File: src/sv/lcss_pkg.sv
// Shared types and constants for the line centroid steering block.
package lcss_pkg;

    localparam int SAMPLE_W   = 12;
    localparam int POS_W      = 7;
    localparam int SUM_W      = 13;
    localparam int CNT_W      = 7;
    localparam int SPEED_W    = 8;
    localparam int DUTY_W     = 7;
    localparam int PROD_W     = 13;
    localparam int DIV_CNT_W  = $clog2(SUM_W);
    localparam int CENTER_SH  = 6;
    localparam int CFG_IDX_W  = 2;
    localparam int CFG_DATA_W = 12;

    localparam logic [POS_W-1:0]    POS_MAX     = 7'd127;
    localparam logic [POS_W-1:0]    CENTER_POS  = 7'd64;
    localparam int                  PIXELS_USED_DEF = 127;

    localparam logic [SAMPLE_W-1:0] THRESH_RST = 12'd2000;
    localparam logic [DUTY_W-1:0]   BASE_RST   = 7'd30;
    localparam logic [DUTY_W-1:0]   SPAN_RST   = 7'd10;

    localparam logic [CFG_IDX_W-1:0] CFG_THRESHOLD = 2'd0;
    localparam logic [CFG_IDX_W-1:0] CFG_BASE      = 2'd1;
    localparam logic [CFG_IDX_W-1:0] CFG_SPAN      = 2'd2;

    typedef struct packed {
        logic [SAMPLE_W-1:0] sample;
        logic                line_end;
    } lcss_in_t;

    typedef struct packed {
        logic [POS_W-1:0]   turn_position;
        logic [SPEED_W-1:0] drive_speed;
        logic               stop;
    } lcss_out_t;

    // One finished scan line as handed from the accumulator to the solver
    typedef struct packed {
        logic [SUM_W-1:0] sum;
        logic [CNT_W-1:0] count;
    } lcss_line_t;

    typedef struct packed {
        logic full;
        logic empty;
    } lcss_q_stat_t;

    typedef enum logic [1:0] {
        BK_IDLE,
        BK_DIV,
        BK_MUL,
        BK_EMIT
    } lcss_bk_state_t;

endpackage

File: src/sv/lcss_front.sv
// Pixel accumulator: thresholds samples and sums line pixel positions.
module lcss_front #(
    parameter int PIXELS_USED = lcss_pkg::PIXELS_USED_DEF
) (
    input  logic                               aclk,
    input  logic                               aresetn,
    input  logic [lcss_pkg::SAMPLE_W-1:0]      threshold,
    input  logic                               s_valid,
    output logic                               s_ready,
    input  lcss_pkg::lcss_in_t                 s_data,
    input  lcss_pkg::lcss_q_stat_t             q_stat,
    output logic                               push,
    output lcss_pkg::lcss_line_t               push_data
);
    import lcss_pkg::*;

    localparam logic [POS_W-1:0] USED_LIMIT = POS_W'(PIXELS_USED);

    logic [SUM_W-1:0] sum_reg, sum_next;
    logic [CNT_W-1:0] cnt_reg, cnt_next;
    logic [POS_W-1:0] pos_reg, pos_next;
    logic             hit;
    logic             accept;

    assign s_ready = !q_stat.full;
    assign accept  = s_valid && s_ready;
    assign hit     = (pos_reg < USED_LIMIT) && (s_data.sample >= threshold);

    assign push           = accept && s_data.line_end;
    assign push_data.sum   = sum_reg + (hit ? SUM_W'(pos_reg) : '0);
    assign push_data.count = cnt_reg + CNT_W'(hit);

    always_comb begin
        sum_next = sum_reg;
        cnt_next = cnt_reg;
        pos_next = pos_reg;
        if (accept) begin
            if (s_data.line_end) begin
                sum_next = '0;
                cnt_next = '0;
                pos_next = '0;
            end else begin
                sum_next = push_data.sum;
                cnt_next = push_data.count;
                // saturate on overlong lines
                if (pos_reg < POS_MAX) begin
                    pos_next = pos_reg + POS_W'(1);
                end
            end
        end
    end

    always_ff @(posedge aclk) begin
        if (!aresetn) begin
            sum_reg <= '0;
            cnt_reg <= '0;
            pos_reg <= '0;
        end else begin
            sum_reg <= sum_next;
            cnt_reg <= cnt_next;
            pos_reg <= pos_next;
        end
    end

endmodule

File: src/sv/lcss_queue.sv
// Two-entry queue of finished scan lines between accumulator and solver.
module lcss_queue (
    input  logic                   aclk,
    input  logic                   aresetn,
    input  logic                   push,
    input  lcss_pkg::lcss_line_t   push_data,
    input  logic                   pop,
    output lcss_pkg::lcss_line_t   pop_data,
    output lcss_pkg::lcss_q_stat_t q_stat
);
    import lcss_pkg::*;

    lcss_line_t entry_reg [2];
    logic       wr_ptr_reg, wr_ptr_next;
    logic       rd_ptr_reg, rd_ptr_next;
    logic [1:0] fill_reg, fill_next;

    assign q_stat.full  = (fill_reg == 2'd2);
    assign q_stat.empty = (fill_reg == 2'd0);
    assign pop_data     = entry_reg[rd_ptr_reg];

    always_comb begin
        wr_ptr_next = wr_ptr_reg ^ push;
        rd_ptr_next = rd_ptr_reg ^ pop;
        fill_next   = fill_reg + 2'(push) - 2'(pop);
    end

    always_ff @(posedge aclk) begin
        if (push) begin
            entry_reg[wr_ptr_reg] <= push_data;
        end
    end

    always_ff @(posedge aclk) begin
        if (!aresetn) begin
            wr_ptr_reg <= 1'b0;
            rd_ptr_reg <= 1'b0;
            fill_reg   <= '0;
        end else begin
            wr_ptr_reg <= wr_ptr_next;
            rd_ptr_reg <= rd_ptr_next;
            fill_reg   <= fill_next;
        end
    end

endmodule

File: src/sv/lcss_back.sv
// Line solver: serial centroid divide, speed from distance to center, result register.
module lcss_back (
    input  logic                          aclk,
    input  logic                          aresetn,
    input  logic [lcss_pkg::DUTY_W-1:0]   base_speed,
    input  logic [lcss_pkg::DUTY_W-1:0]   speed_span,
    input  lcss_pkg::lcss_q_stat_t        q_stat,
    input  lcss_pkg::lcss_line_t          pop_data,
    output logic                          pop,
    output logic                          m_valid,
    input  logic                          m_ready,
    output lcss_pkg::lcss_out_t           m_data
);
    import lcss_pkg::*;

    lcss_bk_state_t state_reg, state_next;

    logic [SUM_W-1:0]     quo_reg, quo_next;
    logic [CNT_W-1:0]     rem_reg, rem_next;
    logic [CNT_W-1:0]     div_reg;
    logic                 zero_reg;
    logic [DIV_CNT_W-1:0] step_reg, step_next;
    logic [POS_W-1:0]     turn_reg;
    logic [PROD_W-1:0]    prod_reg;
    logic                 out_valid_reg, out_valid_next;
    lcss_out_t            out_reg;

    logic [CNT_W:0]       trial;
    logic                 ge;
    logic [POS_W-1:0]     turn;
    logic [POS_W-1:0]     center_off;
    logic [PROD_W:0]      round_sum;
    logic [SPEED_W-1:0]   drop;
    logic [SPEED_W-1:0]   full;
    logic [SPEED_W-1:0]   speed;
    logic                 out_free;
    logic                 load, div_step, mul_load, emit;

    assign out_free = !out_valid_reg || m_ready;

    // next state
    always_comb begin
        state_next = state_reg;
        case (state_reg)
            BK_IDLE: if (!q_stat.empty) state_next = BK_DIV;
            BK_DIV:  if (step_reg == '0) state_next = BK_MUL;
            BK_MUL:  state_next = BK_EMIT;
            BK_EMIT: if (out_free) state_next = BK_IDLE;
            default: state_next = BK_IDLE;
        endcase
    end

    // control outputs
    always_comb begin
        load     = 1'b0;
        div_step = 1'b0;
        mul_load = 1'b0;
        emit     = 1'b0;
        case (state_reg)
            BK_IDLE: load     = !q_stat.empty;
            BK_DIV:  div_step = 1'b1;
            BK_MUL:  mul_load = 1'b1;
            BK_EMIT: emit     = out_free;
            default: ;
        endcase
    end

    assign pop = load;

    // one restoring divide step per cycle, quotient shifts into the dividend
    assign trial = {rem_reg, quo_reg[SUM_W-1]};
    assign ge    = trial >= {1'b0, div_reg};

    always_comb begin
        quo_next  = quo_reg;
        rem_next  = rem_reg;
        step_next = step_reg;
        if (load) begin
            quo_next  = pop_data.sum;
            rem_next  = '0;
            step_next = DIV_CNT_W'(SUM_W - 1);
        end else if (div_step) begin
            quo_next  = {quo_reg[SUM_W-2:0], ge};
            rem_next  = ge ? CNT_W'(trial - {1'b0, div_reg}) : trial[CNT_W-1:0];
            step_next = step_reg - DIV_CNT_W'(1);
        end
    end

    assign turn       = zero_reg ? '0 : quo_reg[POS_W-1:0];
    assign center_off = (turn >= CENTER_POS) ? (turn - CENTER_POS) : (CENTER_POS - turn);

    // drop = ceil(span * center_off / 64)
    assign round_sum = {1'b0, prod_reg} + (PROD_W+1)'((1 << CENTER_SH) - 1);
    assign drop      = SPEED_W'(round_sum >> CENTER_SH);
    assign full      = SPEED_W'(base_speed) + SPEED_W'(speed_span);
    assign speed     = (drop >= full) ? '0 : (full - drop);

    always_comb begin
        out_valid_next = out_valid_reg;
        if (emit) begin
            out_valid_next = 1'b1;
        end else if (m_ready) begin
            out_valid_next = 1'b0;
        end
    end

    always_ff @(posedge aclk) begin
        quo_reg  <= quo_next;
        rem_reg  <= rem_next;
        step_reg <= step_next;
        if (load) begin
            div_reg  <= pop_data.count;
            zero_reg <= (pop_data.count == '0);
        end
        if (mul_load) begin
            turn_reg <= turn;
            prod_reg <= PROD_W'(speed_span) * PROD_W'(center_off);
        end
        if (emit) begin
            out_reg.turn_position <= turn_reg;
            out_reg.drive_speed   <= (turn_reg == '0) ? '0 : speed;
            out_reg.stop          <= (turn_reg == '0);
        end
    end

    always_ff @(posedge aclk) begin
        if (!aresetn) begin
            state_reg     <= BK_IDLE;
            out_valid_reg <= 1'b0;
        end else begin
            state_reg     <= state_next;
            out_valid_reg <= out_valid_next;
        end
    end

    assign m_valid = out_valid_reg;
    assign m_data  = out_reg;

endmodule

File: src/sv/line_centroid_steer_speed.sv
// Top level of the line centroid tracker with steering and speed output.
//
//  port group   dir  handshake          payload
//  cfg_*        in   cfg_we (no wait)   cfg_index, cfg_data
//  s_*          in   s_valid / s_ready  sample, line_end
//  m_*          out  m_valid / m_ready  turn_position, drive_speed, stop
//
// Pixels are taken one per cycle; s_ready falls only while two finished
// lines wait in the queue ahead of the solver.
// Each line passes through the solver as one load, 13 divide steps, one
// multiply and one result write, so lines of 16 pixels or more keep the
// input at full rate when the result side does not stall.
// A stalled result holds in the output register while the next line
// divides. Reset restores the register defaults and clears the accumulator and queue counters.
module line_centroid_steer_speed #(
    parameter int PIXELS_USED = lcss_pkg::PIXELS_USED_DEF
) (
    input  logic                              aclk,
    input  logic                              aresetn,
    input  logic                              cfg_we,
    input  logic [lcss_pkg::CFG_IDX_W-1:0]    cfg_index,
    input  logic [lcss_pkg::CFG_DATA_W-1:0]   cfg_data,
    input  logic                              s_valid,
    output logic                              s_ready,
    input  lcss_pkg::lcss_in_t                s_data,
    output logic                              m_valid,
    input  logic                              m_ready,
    output lcss_pkg::lcss_out_t               m_data
);
    import lcss_pkg::*;

    logic [SAMPLE_W-1:0] threshold_reg;
    logic [DUTY_W-1:0]   base_reg;
    logic [DUTY_W-1:0]   span_reg;

    lcss_q_stat_t q_stat;
    lcss_line_t   push_data;
    lcss_line_t   pop_data;
    logic         push;
    logic         pop;

    always_ff @(posedge aclk) begin
        if (!aresetn) begin
            threshold_reg <= THRESH_RST;
            base_reg      <= BASE_RST;
            span_reg      <= SPAN_RST;
        end else if (cfg_we) begin
            case (cfg_index)
                CFG_THRESHOLD: threshold_reg <= cfg_data[SAMPLE_W-1:0];
                CFG_BASE:      base_reg      <= cfg_data[DUTY_W-1:0];
                CFG_SPAN:      span_reg      <= cfg_data[DUTY_W-1:0];
                default:       ;
            endcase
        end
    end

    lcss_front #(
        .PIXELS_USED (PIXELS_USED)
    ) u_front (
        .aclk      (aclk),
        .aresetn   (aresetn),
        .threshold (threshold_reg),
        .s_valid   (s_valid),
        .s_ready   (s_ready),
        .s_data    (s_data),
        .q_stat    (q_stat),
        .push      (push),
        .push_data (push_data)
    );

    lcss_queue u_queue (
        .aclk      (aclk),
        .aresetn   (aresetn),
        .push      (push),
        .push_data (push_data),
        .pop       (pop),
        .pop_data  (pop_data),
        .q_stat    (q_stat)
    );

    lcss_back u_back (
        .aclk       (aclk),
        .aresetn    (aresetn),
        .base_speed (base_reg),
        .speed_span (span_reg),
        .q_stat     (q_stat),
        .pop_data   (pop_data),
        .pop        (pop),
        .m_valid    (m_valid),
        .m_ready    (m_ready),
        .m_data     (m_data)
    );

endmodule

File: config.mk
export PLATFORM = sky130hd
export DESIGN_NAME = line_centroid_steer_speed
export DESIGN_NICKNAME = d
export VERILOG_FILES = /design/src/sv/lcss_pkg.sv /design/src/sv/lcss_front.sv /design/src/sv/lcss_queue.sv /design/src/sv/lcss_back.sv /design/src/sv/line_centroid_steer_speed.sv
export SDC_FILE = /design/constraint.sdc
export NUM_CORES = 1
export LEC_CHECK = 0
export BUFFER_PORTS_ARGS = -buffer_cell sky130_fd_sc_hd__buf_4
export CAP_MARGIN = 15
export CORE_MARGIN = 3
export CORE_UTILIZATION = 45
export CTS_BUF_LIST = sky130_fd_sc_hd__clkbuf_4
export CTS_CLUSTER_DIAMETER = 50
export DETAILED_ROUTE_END_ITERATION = 7
export PLACE_DENSITY = 0.74
export SYNTH_ARGS = -nofsm -noshare
export SYNTH_HDL_FRONTEND = slang
export SYNTH_SLANG_ARGS = --single-unit
File: constraint.sdc
create_clock -name aclk -period 9.6 [get_ports aclk]
set_clock_uncertainty 0.2 [all_clocks]
set_input_delay 0.96 -clock aclk [delete_from_list [all_inputs] [get_ports aclk]]
set_output_delay 0.96 -clock aclk [all_outputs]
set_load 0.05 [all_outputs]
==> impl_results.md <==
- Result of the run: complete, no violations
- Maximum number of pins on one net before global-route repair: between 40 and 50
- Total global routing overflow: 0
- Worst slew margin relative to its limit: 0.319
- Clock buffers created by TritonCTS: 17
- Worst reg2reg endpoint: u_back.prod_reg[12]
- Depth of the worst register-to-register path: 21
- Final Hold Vio Count: 0
- Effective utilization at floorplan: 0.460
- Fraction of layout cells with a size suffix above 1: 0.105
- Summed instance area of the synthesized netlist: 9700 µm²
- Period minus WS final: a little over 6 ns
- Number of gates given a new drive strength after cts: 0
- Hold path endpoint: threshold_reg[11]
- Worst reg2reg startpoint: u_back.zero_reg
- Cell depth of the worst hold path: 2
- Nets in the synthesized netlist: roughly 1100
- Power density of the placed cells: 267 nW/µm²
- Final setup viols: 0
- H-tree depth: 4
- Share of synthesized area occupied by flip-flops and latches: 0.449
- Synth cell count leaders: 97 x sky130_fd_sc_hd__edfxtp_1, 85 x sky130_fd_sc_hd__ha_1, 78 x sky130_fd_sc_hd__nor2_1
- Count of vias placed by the detailed router: between 6000 and 7000
- Hold buffer count at CTS: 0
- Post-route cell area: 10700 µm²
- Post-synthesis to final-layout area growth: 9.83%
- Remaining DRCs: 0
- Sum of net half-perimeters after detailed placement: between 10000 and 15000 µm
- Yosys top cell area share: 0.300
- Max-cap violation count: 0
- Clock buffer depth: 2
- Setup repair after global routing missed its margin: no
- GP Congestion: between 0.8 and 0.9
- Post-synth EDFFs: 97
- Total GRT Usage: 0.163
- Beginning of the worst hold path: threshold_reg[11]
- Max frequency: roughly 0.16 GHz
- Slowest stage cell, crit path: sky130_fd_sc_hd__fa_1
- Fin. max-slew vios: 0
- Syn. warnings: 0
- FFs w/ async S/R, synth: 0
- Capturing element type of the critical path: register
- Crit path kind: reg -> reg
- Max reg flops: 40
- Total iterations of the first detailed-routing run: 5
- CP cell instances: nor2b_1 > inv_1 > ha_1 > or3b_1 > nand2_1 > xnor2_1 > nand2_1 > fa_1 > fa_1 > inv_1 > fa_1 > inv_1 > fa_1 > inv_1 > ha_1 > a21oi_1 > o22ai_1 > o41a_1 > a21o_1 > a21oi_1 > xnor2_1
- Core Box Area: 21100 µm²
- Startpoint of the worst setup timing path: u_back.zero_reg
- # Post-CTS Setup Buffers: 0
- Final net count: roughly 1100
- Most numerous cell in the Yosys netlist: sky130_fd_sc_hd__edfxtp_1
- Syn avg cell area: between 10 and 15 µm²
- Number of top-level pins: 50
- Number of instances in the synthesized netlist: roughly 900
- Worst supply voltage drop on vdd: 133 µV
- X dimension of the die: between 150 and 200 µm
- Period Utilization, post-route: 0.639
- Average vias per placed instance: ~5.3
- Number of buffer and inverter stages on the critical path: 4
- Die ar.: between 20000 and 25000 µm²
- Slack of the worst reg-to-reg path: ~3.5 ns
- Number of buffers added on ports: a little under 50
- Largest fanout on the critical path: 9
- Static Leakage: around 4.5 nW
- Clock Pin Slew Worst Setup and Hold Paths: about 0.15 ns
- Crit-path leading delay family: adder cells
- Cell Rows: 53
- Number of routed nets with antenna violations: 0
- Flip-flop and latch count after synthesis: approximately 170
- Root buffer cell: sky130_fd_sc_hd__clkbuf_4
- Transition time of the tightest slew-check pin: between 1 and 1.5 ns
- Global-route wire length before repair: 31500 µm
- Initial antenna violation count: 1
- Biggest area consumer among synthesized cells: sky130_fd_sc_hd__edfxtp_1
- Clock tree sinks: ~170
- Cell types occupying the most area after synthesis: sky130_fd_sc_hd__edfxtp_1 30%, sky130_fd_sc_hd__dfxtp_1 15%, sky130_fd_sc_hd__ha_1 11%
- Source-to-sink clock delay at the later pin of the worst-skew pair: about 0.58 ns
- Class of the tightest hold or removal check: reg -> reg
- DP Area: 10400 µm²
- Clock tree from TritonCTS: built
- Total wire length: around 18000 µm
- Chip height: around 150 µm
- First-iteration detailed-routing DRC count: a little over 300
- Maximum cell stage delay along the critical path: about 0.54 ns
- Unique cell type count in the Yosys netlist: 62
- Via count of the first global-routing pass: between 6000 and 7000
- Wire length per cell after detailed routing: around 15 µm
- Number of filler cells placed in the layout: between 1500 and 2000
- Crit start category: register
- Required time of the critical path: around 9.7 ns
- Setup TNS: 0 ns
- Most used flip-flop cell after synthesis: sky130_fd_sc_hd__edfxtp_1
- Crit path arrival time: 6.28 ns
metal layers:
layer	up-vias	track usage	part of all wire
met3	18	0.0411	0.051
li1	3349	-	-
met1	3141	0.219	0.47
met2	120	0.266	0.47
met5	-	0	0
met4	0	0.0445	0.011
kinds of logic (layout without fill, tap and decap cells):
family | count (synthesis) | count (layout) | synth area share
and+or+nand+nor | 292 | 292 | 0.152
DFF | 169 | 169 | 0.449
AOI/OAI and AO/OA | 163 | 163 | 0.106
adders and majority gates | 112 | 112 | 0.165
buffers and inverters | 93 | 155 | 0.0361
xor gates and xnor gates | 54 | 54 | 0.0488
muxes | 40 | 40 | 0.0424
other | 0 | 1 | 0
report_power, final:
part | internal [W] | leakage (nW) | switching, W | total (W)
Combinational | 0.000585 | 2.85 | 0.000819 | 0.00140
Sequential | 0.000966 | 1.52 | 0.0000715 | 0.00104
Clock | 0.000118 | 0.148 | 0.000284 | 0.000401
Total | 0.00167 | 4.52 | 0.00117 | 0.00284
worst min-delay path, cell delays in order (launching register included):
cell and delay, ns:
sky130_fd_sc_hd__dfxtp_1 0.34, sky130_fd_sc_hd__nand2_1 0.05, sky130_fd_sc_hd__a21oi_1 0.05
stage by stage:
stage / cells / util / hold slack [ns] / setup slack, ns / total power [W]
2_1_floorplan: 923 / - / 0.217 / 3.89 / 0.00215
3_3_place_gp: 1228 / 0.491 / 0.239 / 3.64 / 0.00241
3_5_place_dp: 1228 / 0.491 / 0.238 / 3.46 / 0.00245
4_1_cts: 1260 / 0.505 / 0.271 / 3.41 / 0.00287
5_1_grt: 1261 / 0.505 / 0.282 / 2.96 / 0.00312
6_report: 1261 / 0.505 / 0.268 / 3.46 / 0.00284
area by class of cell:
type,instances,area [µm²],share of cell area
diodes,1,2.50,0.000235
well taps,275,344,0.0323
repair buffers,54,405,0.0381
multi-input cells,661,5000,0.469
flip-flops and latches,169,4350,0.409
clock buffers,17,128,0.0120
clock inverters,15,161,0.0151
inverters,69,259,0.0243
placed cells by master, fill, tap and decap left out, types with 6 or more instances in the layout:
cell type / netlist / final
sky130_fd_sc_hd__nor3b_1: 6 / 6
sky130_fd_sc_hd__o211ai_1: 8 / 8
sky130_fd_sc_hd__ha_1: 85 / 85
sky130_fd_sc_hd__xnor2_1: 36 / 36
sky130_fd_sc_hd__dfxtp_1: 72 / 72
sky130_fd_sc_hd__nand3_1: 14 / 14
sky130_fd_sc_hd__a21oi_1: 43 / 43
sky130_fd_sc_hd__nand4_1: 7 / 7
sky130_fd_sc_hd__clkbuf_4: 0 / 17
sky130_fd_sc_hd__mux2_2: 7 / 7
sky130_fd_sc_hd__nand3b_1: 7 / 7
sky130_fd_sc_hd__o21a_1: 6 / 6
sky130_fd_sc_hd__fa_1: 27 / 27
sky130_fd_sc_hd__and2_1: 34 / 34
sky130_fd_sc_hd__a31oi_1: 8 / 8
sky130_fd_sc_hd__a211oi_1: 8 / 8
sky130_fd_sc_hd__nor3_1: 14 / 14
sky130_fd_sc_hd__nand2_1: 69 / 69
sky130_fd_sc_hd__edfxtp_1: 97 / 97
sky130_fd_sc_hd__nor2_1: 78 / 78
sky130_fd_sc_hd__a22oi_1: 10 / 10
sky130_fd_sc_hd__xor2_1: 18 / 18
sky130_fd_sc_hd__nand2b_1: 13 / 13
sky130_fd_sc_hd__o21ai_0: 39 / 39
sky130_fd_sc_hd__buf_4: 0 / 54
sky130_fd_sc_hd__a21o_1: 13 / 13
sky130_fd_sc_hd__nor2b_1: 20 / 20
sky130_fd_sc_hd__mux2i_1: 31 / 31
sky130_fd_sc_hd__inv_1: 69 / 69
sky130_fd_sc_hd__and3_1: 7 / 7
worst max-delay path by stage:
stage / to / slack [ns] / depth (start not counted)
finish: u_back.prod_reg[12] / 3.46 / 21
global route: u_back.prod_reg[12] / 2.96 / 21
CTS: u_back.prod_reg[12] / 3.41 / 21
detailed placement: u_back.prod_reg[12] / 3.46 / 21
global placement: u_back.prod_reg[12] / 3.64 / 21
floorplan: u_back.prod_reg[12] / 3.89 / 22
(Power assumes the default switching activity.)
